$ cat config.mk
export PLATFORM = sky130hd
export DESIGN_NAME = lps_div
export DESIGN_NICKNAME = d
export VERILOG_FILES = /design/src/hdl/lps_pkg.sv /design/src/hdl/lps_div.sv
export SDC_FILE = /design/constraint.sdc
export NUM_CORES = 1
export LEC_CHECK = 0
export ABC_AREA = 1
export ABC_CLOCK_PERIOD_IN_PS = 6200
export BUFFER_PORTS_ARGS = -buffer_cell sky130_fd_sc_hd__buf_2
export CELL_PAD_IN_SITES_DETAIL_PLACEMENT = 1
export CELL_PAD_IN_SITES_GLOBAL_PLACEMENT = 1
export CORE_MARGIN = 8
export CORE_UTILIZATION = 45
export CTS_CLUSTER_SIZE = 16
export DETAILED_ROUTE_END_ITERATION = 6
export PLACE_DENSITY = 0.92
export SETUP_SLACK_MARGIN = 0.02
export SLEW_MARGIN = 30
export SYNTH_ARGS = -nofsm -noshare
export SYNTH_HDL_FRONTEND = slang
export SYNTH_SLANG_ARGS = --single-unit
export TNS_END_PERCENT = 100
$ cat constraint.sdc
create_clock -name i_clk -period 6.2 [get_ports i_clk]
set_input_delay 0.93 -clock i_clk [delete_from_list [all_inputs] [get_ports i_clk]]
set_output_delay 0.93 -clock i_clk [all_outputs]
set_load 0.01 [all_outputs]
$ cat src/hdl/lps_pkg.sv
// Shared types and Q16.16 arithmetic helpers for the LU pivoting linear solver.
package lps_pkg;

    localparam int unsigned DataW = 32;
    localparam int unsigned FracW = 16;
    localparam int unsigned ProdW = 48;
    localparam int unsigned AccW = 56;

    typedef enum logic [14:0] {
        S_IDLE   = 15'b000000000000001,
        S_INIT   = 15'b000000000000010,
        S_PSTART = 15'b000000000000100,
        S_PIV    = 15'b000000000001000,
        S_SWAP   = 15'b000000000010000,
        S_EROW   = 15'b000000000100000,
        S_EDIV   = 15'b000000001000000,
        S_EMUL   = 15'b000000010000000,
        S_EUPD   = 15'b000000100000000,
        S_FROW   = 15'b000001000000000,
        S_FMUL   = 15'b000010000000000,
        S_FACC   = 15'b000100000000000,
        S_BMUL   = 15'b001000000000000,
        S_BDIV   = 15'b010000000000000,
        S_OUT    = 15'b100000000000000
    } t_state;

    // Product of two Q16.16 values, truncated toward zero.
    function automatic logic signed [ProdW-1:0] qmul(input logic signed [DataW-1:0] a,
                                                     input logic signed [DataW-1:0] b);
        logic signed [63:0] p;
        p = 64'(a) * 64'(b);
        if (p < 0) begin
            p = p + 64'sd65535;
        end
        return ProdW'(p >>> FracW);
    endfunction

    // Saturate to int32; the top bit of the result flags saturation.
    function automatic logic [DataW:0] clamp(input logic signed [63:0] v);
        logic [DataW:0] r;
        if (v > 64'sh7FFFFFFF) begin
            r = {1'b1, 32'h7FFFFFFF};
        end else if (v < -64'sh80000000) begin
            r = {1'b1, 32'h80000000};
        end else begin
            r = {1'b0, v[DataW-1:0]};
        end
        return r;
    endfunction

    function automatic logic [DataW:0] mag(input logic signed [DataW-1:0] a);
        logic signed [DataW:0] e;
        e = (DataW+1)'(a);
        return (a < 0) ? (DataW+1)'(-e) : (DataW+1)'(e);
    endfunction

endpackage

$ cat src/hdl/lps_div.sv
// Radix-2 restoring divider for Q16.16 quotients, one quotient bit per cycle.
module lps_div (
    input  logic                     i_clk,
    input  logic                     i_rst_n,
    input  logic                     i_start,
    input  logic signed [31:0]       i_num,
    input  logic signed [31:0]       i_den,
    output logic                     o_done,
    output logic signed [63:0]       o_quot
);
    localparam int unsigned QW = 48;

    logic [32:0]  r_rem;
    logic [QW-1:0] r_quo;
    logic [31:0]  r_den;
    logic         r_neg;
    logic         r_busy;
    logic         r_done;
    logic [5:0]   r_cnt;
    logic [32:0]  n_trial;
    logic [32:0]  a_mag;
    logic [32:0]  b_mag;

    assign a_mag = lps_pkg::mag(i_num);
    assign b_mag = lps_pkg::mag(i_den);
    assign n_trial = {r_rem[31:0], r_quo[QW-1]};

    always_ff @(posedge i_clk) begin
        if (!i_rst_n) begin
            r_busy <= 1'b0;
            r_done <= 1'b0;
            r_cnt  <= '0;
        end else begin
            r_done <= !i_start && r_busy && (r_cnt == '0);
            if (i_start) begin
                r_busy <= 1'b1;
                r_cnt  <= 6'(QW - 1);
            end else if (r_busy) begin
                if (r_cnt == '0) begin
                    r_busy <= 1'b0;
                end
                r_cnt <= r_cnt - 6'd1;
            end
        end
    end

    always_ff @(posedge i_clk) begin
        if (i_start) begin
            r_rem <= '0;
            r_quo <= {a_mag[31:0], 16'h0000};
            r_den <= b_mag[31:0];
            r_neg <= i_num[31] ^ i_den[31];
        end else if (r_busy) begin
            if (n_trial >= {1'b0, r_den}) begin
                r_rem <= n_trial - {1'b0, r_den};
                r_quo <= {r_quo[QW-2:0], 1'b1};
            end else begin
                r_rem <= n_trial;
                r_quo <= {r_quo[QW-2:0], 1'b0};
            end
        end
    end

    assign o_done = r_done;
    assign o_quot = r_neg ? -$signed(64'(r_quo)) : $signed(64'(r_quo));
endmodule

==> results of run 1 <==
==> kinds of logic after synthesis <==
family	after synthesis	share of synthesized area
compound gates	168	0.0885
xor+xnor	82	0.0680
fa+ha+maj	38	0.0457
buf+inv	339	0.123
flops	121	0.291
simple gates	953	0.384
==> registers in the layout (all words and copies together) (netlist names) <==
| name | flops |
|---|---|
| r_busy | 1 |
| r_neg | 1 |
| r_quo | 48 |
| r_cnt | 6 |
| r_den | 32 |
| o_done | 1 |
| r_rem | 32 |
==> metal layers <==
layer	part of all wire	vias to the layer above	GRT usage	routed length, um
met2	0.49	569	0.521	21000
met5	0.00067	-	0	29
met4	0.063	4	0.198	2720
li1	-	5619	-	-
met3	0.060	186	0.0482	2590
met1	0.39	5805	0.331	16900
==> worst reg2reg max path: cells and delay by family (launching register included) <==
family,cells,cell delay (ns)
simple gates,10,1.95
flops,1,0.48
buf+inv,2,0.47
fa+ha+maj,1,0.27
==> worst paths after layout <==
check / endpoint / slack, ns / start / depth (start not counted)
worst min register to register: r_cnt[0]$_SDFFE_PN0P_ / 0.46 / r_cnt[0]$_SDFFE_PN0P_ / 1
worst max register to register: r_rem[22]$_SDFFE_PP0P_ / 2.93 / r_quo[47]$_DFFE_PP_ / 13
worst max-delay path: o_quot[38] / 2.13 / r_quo[1]$_SDFFE_PP0P_ / 11
worst min-delay path: r_cnt[0]$_SDFFE_PN0P_ / 0.46 / r_cnt[0]$_SDFFE_PN0P_ / 1
==> per-stage QoR <==
step / area (um2) / hold WS [ns] / utilization / total power [W]
after CTS: 12100 / 0.468 / 0.521 / 0.00257
after detailed placement: 11500 / 0.445 / 0.494 / 0.00152
after global routing: 12100 / 0.479 / 0.522 / 0.00267
after global placement: 11500 / 0.434 / 0.494 / 0.00149
final: 12100 / 0.464 / 0.522 / 0.00259
after floorplan: 10600 / 0.422 / - / 0.00129
==> cell usage in the layout (no fill, tap or decap), drive strengths merged <==
cell type	n
dfxtp	56
inv	298
nand3b	23
clkbuf	21
o22ai	29
fa	1
a31oi	11
nor2	165
nand4	24
o21ai	70
o211ai	5
buf	139
edfxtp	65
or2	1
xor2	60
nand2	572
o31ai	2
a221oi	1
diode	4
ha	37
nor4	8
nand3	108
a21oi	46
a21o	2
and3	3
xnor2	22
clkinv	9
nor3	39
a211oi	1
and2	10
clkinvlp	1
bufinv	1
o32ai	1
==> layout make-up <==
cell class | count | area share
well taps | 319 | 0.0329
inverters | 298 | 0.0922
flip-flops and latches | 121 | 0.253
repair buffers | 139 | 0.0590
multi-input cells | 1241 | 0.511
clock inverters | 11 | 0.00866
clock buffers | 21 | 0.0424
diodes | 4 | 0.000825
==> where the power goes <==
group / switching (W) / leakage, nW / internal (W)
Combinational: 0.000408 / 4.96 / 0.000179
Sequential: 0.0000388 / 1.11 / 0.000907
Clock: 0.000422 / 0.303 / 0.000637
==> results by group, run 1 <==
Outcome
  • Run status: finished, final reports clean

Synthesis
  • Net count of the mapped netlist: 1,806
  • Number of enable flip-flop cells after synthesis: 65
  • Cell type contributing the most total cell area after synthesis: sky130_fd_sc_hd__nand2_1
  • Area contributors post-synth: sky130_fd_sc_hd__nand2_1, sky130_fd_sc_hd__edfxtp_1, sky130_fd_sc_hd__dfxtp_1, sky130_fd_sc_hd__inv_1, sky130_fd_sc_hd__nor2_1
  • Number of warnings printed during yosys synthesis: 0
  • Area of the mapped netlist: 10,600 um2
  • Ranking of synthesized cells by instance count: sky130_fd_sc_hd__nand2_1, sky130_fd_sc_hd__inv_1, sky130_fd_sc_hd__nor2_1, sky130_fd_sc_hd__nand3_1, sky130_fd_sc_hd__edfxtp_1
  • Gate Count Post-Synth: 1,701
  • Seq cells post-synth: 121
  • Synth cell types: 42
  • Fraction of registers with async set/reset: 0
  • Fraction of the yosys area taken by sequential cells: 0.291
  • Syn_area_per_cell: 6.21 um2
  • Top-count cell post-synth: sky130_fd_sc_hd__nand2_1
  • Most common flop cell mapped by yosys: sky130_fd_sc_hd__edfxtp_1
  • Share of the synthesized area in the top cell type: 0.201

Final layout
  • Area growth, synth to finish: 14.9%
  • Multi-input gate area in the final layout: 6200 um2
  • Register area: 3070 um2
  • Number of standard cells in the final layout excluding fillers: 2,154
  • Number of nets at the end of the flow: 1,923
  • Fill cell count: 3,270
  • Proportion of layout cells with a drive suffix above 1: 0.112

Detailed routing
  • Routed Wire Length: 43,200 um
  • Total vias in the final route: 12,200
  • Via density per instance: 5.66
  • First-iteration detailed-routing DRC count: 972
  • Per-cell routed wire length: 20.0 um
  • 1st-pass router iterations: 5
  • Antenna violation net count after detailed routing: 0
  • Number of remaining DRC errors: 0

GRT
  • Overall fraction of global-route tracks in use: 0.298
  • Number of antenna violations at the first check in global routing: 5
  • Wire length of the first global-routing pass: 68,000 um
  • Via count of the first global-routing pass: 13,100
  • Pin count of the biggest net entering global routing: 60
  • Final global-route overflow total: 0

Timing
  • Pin slew with the least headroom to its limit: 0.948 ns
  • Final total negative setup slack: 0 ns
  • Count of final max-slew check failures: 0
  • Fin worst setup slack: 2.13 ns
  • Final setup vio count: 0
  • Tmin final: 4.07 ns
  • Worst slew slack as a fraction of its limit: 0.364
  • Final Skew: 0.0128 ns
  • Crit share post-route: 0.657
  • Max Clock Freq: 246 MHz
  • Fin. Hold Viols: 0
  • Setup repair after global routing missed its margin: no

Power
  • Standby leakage power: 6.38 nW
  • Areal power density over the cells: 214 nW/um2
  • Largest voltage drop on the vdd net: 0.177 mV

Clocking
  • Post-cts repair resize count: 0
  • Register clock-pin slew on the reported worst setup and hold paths: 0.06 ns
  • Inserted Clock Buffers: 17
  • Clock tree sinks: 121
  • Post-cts hold buffer count: 0
  • Worst skew pair latency: 0.43 ns
  • Maximum root-to-sink buffer count: 2
  • Buffer cell driving the clock tree root: sky130_fd_sc_hd__clkbuf_16
  • Clock tree from TritonCTS: done
  • H-tree levels: 4
  • Post-CTS Repair Setup Buffers: 0

Critical path
  • Cell with the biggest individual delay on the critical path: sky130_fd_sc_hd__xor2_1
  • Worst-path cell chain: inv_1, ha_1, nand3_2, nor2_2, nand3_1, nor2_1, inv_1, o21ai_2, nand3_1, xor2_1, buf_2
  • Critical path arrival: 3.14 ns
  • CP max stage delay: 0.45 ns
  • Data required, critical path: 5.27 ns
  • Buffers and inverters on the worst path: 3
  • Category of the worst setup path launch point: flip-flop
  • Kind of critical path: reg -> out
  • Crit path max fanout: 5
  • Crit-path leading delay family: simple AND/OR/NAND/NOR gates
  • Capturing element type of the critical path: output port

Placed design
  • Worst setup timing slack at the placement stage: 2.84 ns
  • Post-DP HPWL: 31,400 um
  • Routability congestion estimate from global placement: 0.967
  • Number of placed instances, taps included: 2,118
  • Buffers added on ports: 131

Floorplanning
  • Die Height: 169 um
  • Placeable Area: 23,300 um2
  • Width of the chip: 169 um
  • Starting utilization of the core area: 0.454
  • Total Die Area: 28,600 um2
  • Placement Rows: 56
  • Number of top-level pins: 132

Run
  • Max-cap violation count: 0

Worst hold path
  • Worst min-delay path class: reg -> reg
No activity file was read; power rests on OpenSTA's default activity.
==> run 2: changes to the inputs <==
- ABC_CLOCK_PERIOD_IN_PS: 6200 -> 3900
- CORE_UTILIZATION: 45 -> 42
- PLACE_DENSITY: 0.92 -> 0.87
- clock period: 6.2 -> 3.9 ns (I/O delays scaled with it)
==> results by group, run 2 (synthesis results as in run 1) <==
Outcome
  • Run status: finished, final reports clean

Final layout
  • Most common cell after layout, fill and taps aside: sky130_fd_sc_hd__nand2_1
  • Most frequent cells in the layout: sky130_fd_sc_hd__nand2_1, sky130_fd_sc_hd__inv_1, sky130_fd_sc_hd__nor2_1
  • Largest register by flop count: r_quo
  • Registers with the most flip-flops: r_quo x48, r_den x32, r_rem x32
  • Number of nets at the end of the flow: 1,924
  • Fill cell count: 3,483
  • Area growth, synth to finish: 14.6%
  • Largest register FFs: 48
  • Proportion of layout cells with a drive suffix above 1: 0.113

Worst hold path
  • Hold-critical path endpoint: r_den[0]$_DFFE_PP_
  • Hold Startpoint: i_den[0]
  • Hold path depth: 1
  • Worst min-delay path class: in -> reg

Timing
  • Tmin final: 3.53 ns
  • Pin slew with the least headroom to its limit: 0.739 ns
  • Final Skew: 0.0138 ns
  • Hold Slack: 0.360 ns
  • Crit share post-route: 0.906
  • Final setup vio count: 0
  • Final total negative setup slack: 0 ns
  • Fin. Hold Viols: 0
  • Count of final max-slew check failures: 0
  • Max Clock Freq: 283 MHz
  • Worst slew slack as a fraction of its limit: 0.507
  • Setup repair after global routing missed its margin: no

Power
  • Areal power density over the cells: 327 nW/um2
  • Standby leakage power: 6.36 nW
  • Largest voltage drop on the vdd net: 0.203 mV

Floorplanning
  • Placeable Area: 25,000 um2
  • Number of top-level pins: 132
  • Die Height: 175 um
  • Placement Rows: 58
  • Width of the chip: 175 um
  • Starting utilization of the core area: 0.423
  • Total Die Area: 30,500 um2

Clocking
  • Clock tree sinks: 121
  • Maximum root-to-sink buffer count: 2
  • H-tree levels: 4
  • Post-CTS Repair Setup Buffers: 0
  • Post-cts repair resize count: 0
  • Inserted Clock Buffers: 17
  • Register clock-pin slew on the reported worst setup and hold paths: 0.06 ns
  • Clock tree from TritonCTS: done
  • Post-cts hold buffer count: 0
  • Worst skew pair latency: 0.43 ns
  • Buffer cell driving the clock tree root: sky130_fd_sc_hd__clkbuf_16

Critical path
  • Capturing element type of the critical path: output port
  • Cell with the biggest individual delay on the critical path: sky130_fd_sc_hd__xor2_1
  • Reg-to-reg critical path endpoint: r_rem[22]$_SDFFE_PP0P_
  • Launch point of the worst reg-to-reg path: r_quo[47]$_DFFE_PP_
  • Data required, critical path: 3.31 ns
  • Category of the worst setup path launch point: flip-flop
  • Critical path arrival: 2.95 ns
  • Crit path max fanout: 5
  • Setup slack of the worst register-to-register path: 1.14 ns
  • Worst-path cell chain: inv_1, ha_1, nand3_2, nor2_2, nand3_1, nor2_1, inv_1, o21ai_2, nand3_1, xor2_1, buf_2
  • Crit-path leading delay family: simple AND/OR/NAND/NOR gates
  • Length in cells of the worst reg-to-reg path: 13
  • CP max stage delay: 0.40 ns
  • Kind of critical path: reg -> out
  • Buffers and inverters on the worst path: 3

GRT
  • Number of antenna violations at the first check in global routing: 4
  • Pin count of the biggest net entering global routing: 58
  • Via count of the first global-routing pass: 12,100
  • Overall fraction of global-route tracks in use: 0.252
  • Wire length of the first global-routing pass: 62,900 um
  • Final global-route overflow total: 0

Detailed routing
  • Via density per instance: 5.39
  • Routed Wire Length: 39,000 um
  • Per-cell routed wire length: 18.0 um
  • 1st-pass router iterations: 5
  • Number of remaining DRC errors: 0
  • First-iteration detailed-routing DRC count: 733
  • Total vias in the final route: 11,700
  • Antenna violation net count after detailed routing: 0

Placed design
  • Routability congestion estimate from global placement: 0.975
  • Buffers added on ports: 131
  • Post-DP HPWL: 30,600 um

Run
  • Max-cap violation count: 0
## run 2: area by class of cell
class                      count  area (um2)  share of cell area
multi-input combinational   1241        6200               0.513
sequential                   121        3070               0.254
inverter                     298        1120              0.0926
timing repair buffer         140         723              0.0598
clock buffer                  18         450              0.0372
tap                          330         413              0.0341
clock inverter                14         109             0.00900
antenna                        3        7.51            0.000621
## run 2: worst max-delay path by stage
stage / startpoint / to / slack [ns] / cells after the start
5_1_grt: r_quo[0]$_SDFFE_PP0P_ / o_quot[38] / 0.16 / 11
6_report: r_quo[1]$_SDFFE_PP0P_ / o_quot[38] / 0.37 / 11
2_1_floorplan: i_start / r_quo[16]$_DFFE_PP_ / 1.32 / 4
3_5_place_dp: r_quo[0]$_SDFFE_PP0P_ / o_quot[38] / 0.96 / 11
4_1_cts: r_quo[0]$_SDFFE_PP0P_ / o_quot[38] / 0.50 / 11
3_3_place_gp: r_quo[0]$_SDFFE_PP0P_ / o_quot[38] / 1.01 / 11
## run 2: per-layer routing
| layer | track usage | up-vias | share of wire |
|---|---|---|---|
| met5 | 0 | - | 0.00026 |
| met4 | 0.107 | 2 | 0.033 |
| met3 | 0.0271 | 77 | 0.046 |
| met2 | 0.443 | 331 | 0.49 |
| met1 | 0.308 | 5655 | 0.43 |
| li1 | - | 5612 | - |
## run 2: power by group
| group | switching, W | internal [W] |
|---|---|---|
| registers | 0.0000572 | 0.00144 |
| logic | 0.000631 | 0.000284 |
| clock network | 0.000681 | 0.000863 |
## run 2: through the flow
step	utilization	setup WS [ns]	instance area [um2]	cells	total power [W]
2_1_floorplan	-	1.32	10600	1701	0.00205
3_3_place_gp	0.462	1.01	11500	2130	0.00238
3_5_place_dp	0.462	0.965	11500	2130	0.00241
4_1_cts	0.484	0.495	12100	2162	0.00395
5_1_grt	0.485	0.165	12100	2165	0.00410
6_report	0.485	0.366	12100	2165	0.00396
## run 2: worst register-to-register path: cells and delay by family (launching register included)
family	cells	cell delay [ns]
buf+inv	2	0.66
flops	1	0.46
simple gates	10	1.16
fa+ha+maj	1	0.36
